==> src/rtl/aaid_pkg.sv <==
// ----------------------------------------------------------------------------
// aaid_pkg
// Types and constants that the area-average downscaler files share.
// ----------------------------------------------------------------------------
package aaid_pkg;

    // Request codes carried in req_type.
    localparam logic REQ_WRITE   = 1'b0;
    localparam logic REQ_COMPUTE = 1'b1;

    // Configuration register indexes.
    localparam logic [1:0] CFG_SRC_WIDTH  = 2'd0;
    localparam logic [1:0] CFG_SRC_HEIGHT = 2'd1;
    localparam logic [1:0] CFG_DST_WIDTH  = 2'd2;
    localparam logic [1:0] CFG_DST_HEIGHT = 2'd3;

    localparam int CFG_DATA_W = 11;
    localparam int DIV_W      = 27;   // dividend and quotient width
    localparam int DVSR_W     = 11;   // divisor width
    localparam int WGT_W      = 20;   // weight width

    // Division selects, in the order the controller runs them.
    localparam logic [1:0] DIV_STEP_X = 2'd0;
    localparam logic [1:0] DIV_FULL_X = 2'd1;
    localparam logic [1:0] DIV_STEP_Y = 2'd2;
    localparam logic [1:0] DIV_FULL_Y = 2'd3;

    typedef struct packed {
        logic       req_type;
        logic [9:0] src_col;
        logic [8:0] src_row;
        logic [7:0] pixel_value;
        logic [9:0] dst_col;
        logic [8:0] dst_row;
    } t_in_word;

    typedef struct packed {
        logic [23:0] weighted_sum;
        logic [9:0]  res_col;
        logic [8:0]  res_row;
    } t_out_word;

    typedef struct packed {
        logic       ram_write;
        logic       req_latch;
        logic       div_start;
        logic       div_store;
        logic [1:0] div_sel;
        logic       mul_setup;
        logic       wgt_mul;
        logic       wgt_sub;
        logic       y_init;
        logic       x_init;
        logic       pix_issue;
        logic       y_adv;
        logic       out_load;
    } t_cmd;

    typedef struct packed {
        logic div_done;
        logic zero_cfg;
        logic x_valid;
        logic y_valid;
        logic pipe_empty;
        logic out_free;
    } t_status;

endpackage

==> src/rtl/aaid_ctrl.sv <==
// ----------------------------------------------------------------------------
// aaid_ctrl
// Sequencer for one request: store write, or divisions, setup, window walk,
// pipeline drain and result hand-off.
// ----------------------------------------------------------------------------
module aaid_ctrl (
    input  logic               i_clk,
    input  logic               i_rst_n,
    input  logic               i_in_valid,
    input  logic               i_req_type,
    output logic               o_in_stall,
    input  aaid_pkg::t_status  i_status,
    output aaid_pkg::t_cmd     o_cmd
);

    import aaid_pkg::*;

    typedef enum logic [3:0] {
        ST_IDLE,
        ST_DIV,
        ST_DIV_WAIT,
        ST_MUL,
        ST_WGT_MUL,
        ST_WGT_SUB,
        ST_Y_INIT,
        ST_ROW_START,
        ST_PIX,
        ST_DRAIN,
        ST_OUT
    } t_state;

    t_state     r_state, n_state;
    logic [1:0] r_div_sel, n_div_sel;
    logic       w_accept;

    assign w_accept   = i_in_valid && (r_state == ST_IDLE);
    assign o_in_stall = (r_state != ST_IDLE);

    always_comb begin
        n_state   = r_state;
        n_div_sel = r_div_sel;
        o_cmd     = '0;
        o_cmd.div_sel = r_div_sel;
        unique case (r_state)
            ST_IDLE: begin
                if (w_accept) begin
                    if (i_req_type == REQ_WRITE) begin
                        o_cmd.ram_write = 1'b1;
                    end else begin
                        o_cmd.req_latch = 1'b1;
                        n_div_sel       = DIV_STEP_X;
                        n_state         = i_status.zero_cfg ? ST_OUT : ST_DIV;
                    end
                end
            end
            ST_DIV: begin
                o_cmd.div_start = 1'b1;
                n_state         = ST_DIV_WAIT;
            end
            ST_DIV_WAIT: begin
                if (i_status.div_done) begin
                    o_cmd.div_store = 1'b1;
                    if (r_div_sel == DIV_FULL_Y) begin
                        n_state = ST_MUL;
                    end else begin
                        n_div_sel = r_div_sel + 2'd1;
                        n_state   = ST_DIV;
                    end
                end
            end
            ST_MUL: begin
                o_cmd.mul_setup = 1'b1;
                n_state         = ST_WGT_MUL;
            end
            ST_WGT_MUL: begin
                o_cmd.wgt_mul = 1'b1;
                n_state       = ST_WGT_SUB;
            end
            ST_WGT_SUB: begin
                o_cmd.wgt_sub = 1'b1;
                n_state       = ST_Y_INIT;
            end
            ST_Y_INIT: begin
                o_cmd.y_init = 1'b1;
                n_state      = ST_ROW_START;
            end
            ST_ROW_START: begin
                if (i_status.y_valid) begin
                    o_cmd.x_init = 1'b1;
                    n_state      = ST_PIX;
                end else begin
                    n_state = ST_DRAIN;
                end
            end
            ST_PIX: begin
                if (i_status.x_valid) begin
                    o_cmd.pix_issue = 1'b1;
                end else begin
                    o_cmd.y_adv = 1'b1;
                    n_state     = ST_ROW_START;
                end
            end
            ST_DRAIN: begin
                if (i_status.pipe_empty) begin
                    n_state = ST_OUT;
                end
            end
            ST_OUT: begin
                if (i_status.out_free) begin
                    o_cmd.out_load = 1'b1;
                    n_state        = ST_IDLE;
                end
            end
            default: n_state = ST_IDLE;
        endcase
    end

    always_ff @(posedge i_clk) begin
        if (!i_rst_n) begin
            r_state   <= ST_IDLE;
            r_div_sel <= DIV_STEP_X;
        end else begin
            r_state   <= n_state;
            r_div_sel <= n_div_sel;
        end
    end

endmodule

==> config.mk <==
export PLATFORM = sky130hd
export DESIGN_NAME = aaid_ctrl
export DESIGN_NICKNAME = d
export VERILOG_FILES = /design/src/rtl/aaid_pkg.sv /design/src/rtl/aaid_ctrl.sv
export SDC_FILE = /design/constraint.sdc
export NUM_CORES = 1
export LEC_CHECK = 0
export ABC_AREA = 1
export BUFFER_PORTS_ARGS = -buffer_cell sky130_fd_sc_hd__buf_4
export CELL_PAD_IN_SITES_DETAIL_PLACEMENT = 1
export CELL_PAD_IN_SITES_GLOBAL_PLACEMENT = 2
export CORE_MARGIN = 3
export CORE_UTILIZATION = 23
export DETAILED_ROUTE_END_ITERATION = 6
export GPL_ROUTABILITY_DRIVEN = 0
export MAX_ROUTING_LAYER = met4
export PLACE_DENSITY = 0.75
export REMOVE_ABC_BUFFERS = 1
export SYNTH_ARGS = -nofsm -noshare
export SYNTH_HDL_FRONTEND = slang
export SYNTH_SLANG_ARGS = --single-unit
==> constraint.sdc <==
create_clock -name i_clk -period 3.3 [get_ports i_clk]
set_clock_uncertainty 0.15 [all_clocks]
set_input_delay 0.165 -clock i_clk [delete_from_list [all_inputs] [get_ports i_clk]]
set_output_delay 0.165 -clock i_clk [all_outputs]
set_load 0.02 [all_outputs]
==> qor.tcl <==
set qor(status) {complete, no violations}
set qor(timing.hold.worst_endpoint) {r_div_sel[0]$_SDFFE_PN0P_}
set qor(totalNegativeSetupSlack_ns) 0
set qor(placement.io_buffers) 24
set qor(grt_pass1_vias) 690
set qor(critical_path_required_ns) 2.98
set qor(yosysTopAreaCell) {sky130_fd_sc_hd__dfxtp_1}
set qor(postSynthRegisterBits) 6
set qor(unrepaired_setup_endpoints_after_global_routing) {no}
set qor(number_of_post_cts_setup_repair_buffers) 0
set qor(core_area_um2) 2340
set qor(cp_top_family) {simple AND/OR/NAND/NOR gates}
set qor(routed-via-count) 714
set qor(clkTransAtPathRegs_ns) 0.04
set qor(final_design_area_no_fill_um2) 823
set qor(dr.first_iter.drc_count) 17
set qor(cpMostUsedCell) {sky130_fd_sc_hd__nor2_4}
set qor(crit_slowest_cell) {sky130_fd_sc_hd__dfxtp_1}
set qor(first_pass_iters) 4
set qor(crit_path_max_incr_delay_ns) 0.42
set qor(place_inst) 153
set qor(mostFrequentLayoutCell) {sky130_fd_sc_hd__nand2_1}
set qor(initial_utilization) 0.255
set qor(numCtsBuffers) 3
set qor(avgViaCountPerCell) 4.58
set qor(tightestPinTransition_ns) 0.407
set qor(number_of_warning_messages_in_the_yosys_log) 0
set qor(power_density_nw_per_um2) 881
set qor(cts-root-to-sink-buffers) 2
set qor(clock_sinks) 6
set qor(rr_endpoint) {r_state[1]$_SDFFE_PN0P_}
set qor(drive_gt1_frac) 0.352
set qor(die_y_um) 56.9
set qor(finalWirelength_um) 1790
set qor(synthesis.instances) 102
set qor(die-area_um2) 3240
set qor(timing.setup.critical_path_class) {reg2out}
set qor(report.power.total_mw) 0.726
set qor(timing.final.crit_period_ns) 1.70
set qor(period_share) 0.516
set qor(placement.cell_area_um2) 801
set qor(instances_no_fill) 156
set qor(grt_remaining_overflow) 0
set qor(ctsResizeCount) 0
set qor(fmax_ghz) 0.588
set qor(synth_area_leaders) {sky130_fd_sc_hd__dfxtp_1 (20%), sky130_fd_sc_hd__nand2_1 (16%), sky130_fd_sc_hd__nor2_1 (13%), sky130_fd_sc_hd__inv_1 (8.2%), sky130_fd_sc_hd__nand3_1 (5.9%)}
set qor(r2r_cells) 8
set qor(clk_root_buffer_cell) {sky130_fd_sc_hd__clkbuf_4}
set qor(leakagePower_nw) 0.476
set qor(num_rows) 17
set qor(boundaryPins) 25
set qor(nets) 141
set qor(timing.critical_path.cells) {nor2_4, inv_2, nor2_4, nand2_1, nor2_1, buf_4}
set qor(worstSkewPairLatency_ns) 0.24
set qor(timing.critical_path.fanout_max) 8
set qor(synth_cell_types) 21
set qor(finalHoldViolCount) 0
set qor(max-cap-violations) 0
set qor(place_hpwl_um) 1610
set qor(largest_net_degree_at_the_start_of_global_routing) 9
set qor(remaining_drc_errors) 0
set qor(wl_per_cell_um) 11.5
set qor(cts-hold-fix-buffers) 0
set qor(critPathCaptureType) {output port}
set qor(n_antenna_cell) 0
set qor(detail-route-antenna-nets) 0
set qor(top_library_cells_by_usage_in_the_layout_fill_and_taps_aside) {sky130_fd_sc_hd__nand2_1 (25), sky130_fd_sc_hd__buf_4 (24), sky130_fd_sc_hd__nor2_1 (20)}
set qor(maxSlewHeadroom) 0.729
set qor(die_w_um) 56.9
set qor(setup.worst_path.start_class) {flop}
set qor(ir_drop_mv) 0.326
set qor(finalSetupViolCount) 0
set qor(grt_pass1_wl_um) 3080
set qor(cts_tree) {built}
set qor(synth.cell_area_um2) 597
set qor(global_route_total_usage_across_every_layer) 0.121
set qor(avgSynthCellArea_um2) 5.85
set qor(ff_to_ff_setup_slack_ns) 1.71
set qor(synthToLayoutAreaGrowth_pct) 37.9
set qor(final_max_slew_viol_count) 0
set qor(holdPathStages) 3
set qor(reg2reg_from) {r_state[1]$_SDFFE_PN0P_}
set qor(post-synth-top-area-fraction) 0.201
set qor(final_core_util) 0.352
set qor(number_of_h_tree_levels) 1
set qor(synth.yosys.seq_area_share) 0.201
set qor(hold_start) {i_rst_n}
set qor(worst_hold_path_type) {in2reg}
set qor(critPathArrivalTime_ns) 1.39
set qor(critical_path.n_buffers_inverters) 2
set qor(antenna_found_initial) 0
==> tightest hold or removal path, cell delays in order <==
cell	delay, ns
sky130_fd_sc_hd__buf_4	0.09
sky130_fd_sc_hd__nand2_1	0.05
sky130_fd_sc_hd__nor2_1	0.07
==> area by class of cell <==
class | count | area (um^2)
Sequential cell | 6 | 120
Inverter | 19 | 85.1
Multi-Input combinational cell | 76 | 380
Fill cell | 331 | 1520
Tap cell | 28 | 35.0
Clock buffer | 3 | 22.5
Timing Repair Buffer | 24 | 180
==> sequential cells by signal (all words and copies together), names as in the netlist <==
name and count:
r_div_sel 2, r_state 4
==> cells in the mapped netlist (all sizes together) <==
library cell and number:
buf 1, nand3 7, nand2 30, nand4 1
nor2 26, or2 1, inv 18, a21oi 4
nand3b 1, ha 1, o21ai 1, dfxtp 6
bufinv 1, nor4 1, nor3 3
==> cells by family after synthesis <==
group,after synthesis,share of synthesized area
and+or+nand+nor,70,0.568
buffers and inverters,20,0.161
DFF,6,0.201
AOI/OAI and AO/OA,5,0.0482
adders and majority gates,1,0.0210
==> layer usage <==
| layer | share of wire | wire length [um] | vias up | global-route usage |
|---|---|---|---|---|
| li1 | - | - | 364 | - |
| met2 | 0.48 | 854 | 14 | 0.189 |
| met5 | 0 | 0 | - | - |
| met4 | 0.0095 | 17 | 0 | 0.0397 |
| met1 | 0.47 | 847 | 333 | 0.163 |
| met3 | 0.041 | 74 | 3 | 0.0136 |
==> power breakdown <==
part	switching, mW	internal, mW	total [mW]
combinational	0.326	0.198	0.524
sequential	0.0382	0.0970	0.135
clock	0.0257	0.0411	0.0668
total	0.390	0.336	0.726
==> worst max path at each step <==
| stage | to | depth (start not counted) | from | slack [ns] |
|---|---|---|---|---|
| after floorplan | r_state[2]$_SDFFE_PN0P_ | 4 | r_state[1]$_SDFFE_PN0P_ | 1.71 |
| after global placement | r_state[1]$_SDFFE_PN0P_ | 8 | r_state[1]$_SDFFE_PN0P_ | 1.74 |
| after detailed placement | r_state[1]$_SDFFE_PN0P_ | 8 | r_state[1]$_SDFFE_PN0P_ | 1.68 |
| after CTS | o_cmd[12] | 6 | r_state[1]$_SDFFE_PN0P_ | 1.57 |
| after global routing | o_cmd[12] | 6 | r_state[1]$_SDFFE_PN0P_ | 1.45 |
| final | o_cmd[13] | 6 | r_state[1]$_SDFFE_PN0P_ | 1.60 |
==> per-stage QoR <==
step                hold WS (ns)  setup slack [ns]
finish                    0.0159              1.60
global route              0.0132              1.45
CTS                       0.0160              1.57
detailed placement         0.269              1.68
global placement           0.261              1.74
floorplan                  0.135              1.71
Power figures use the tool's default switching activity.
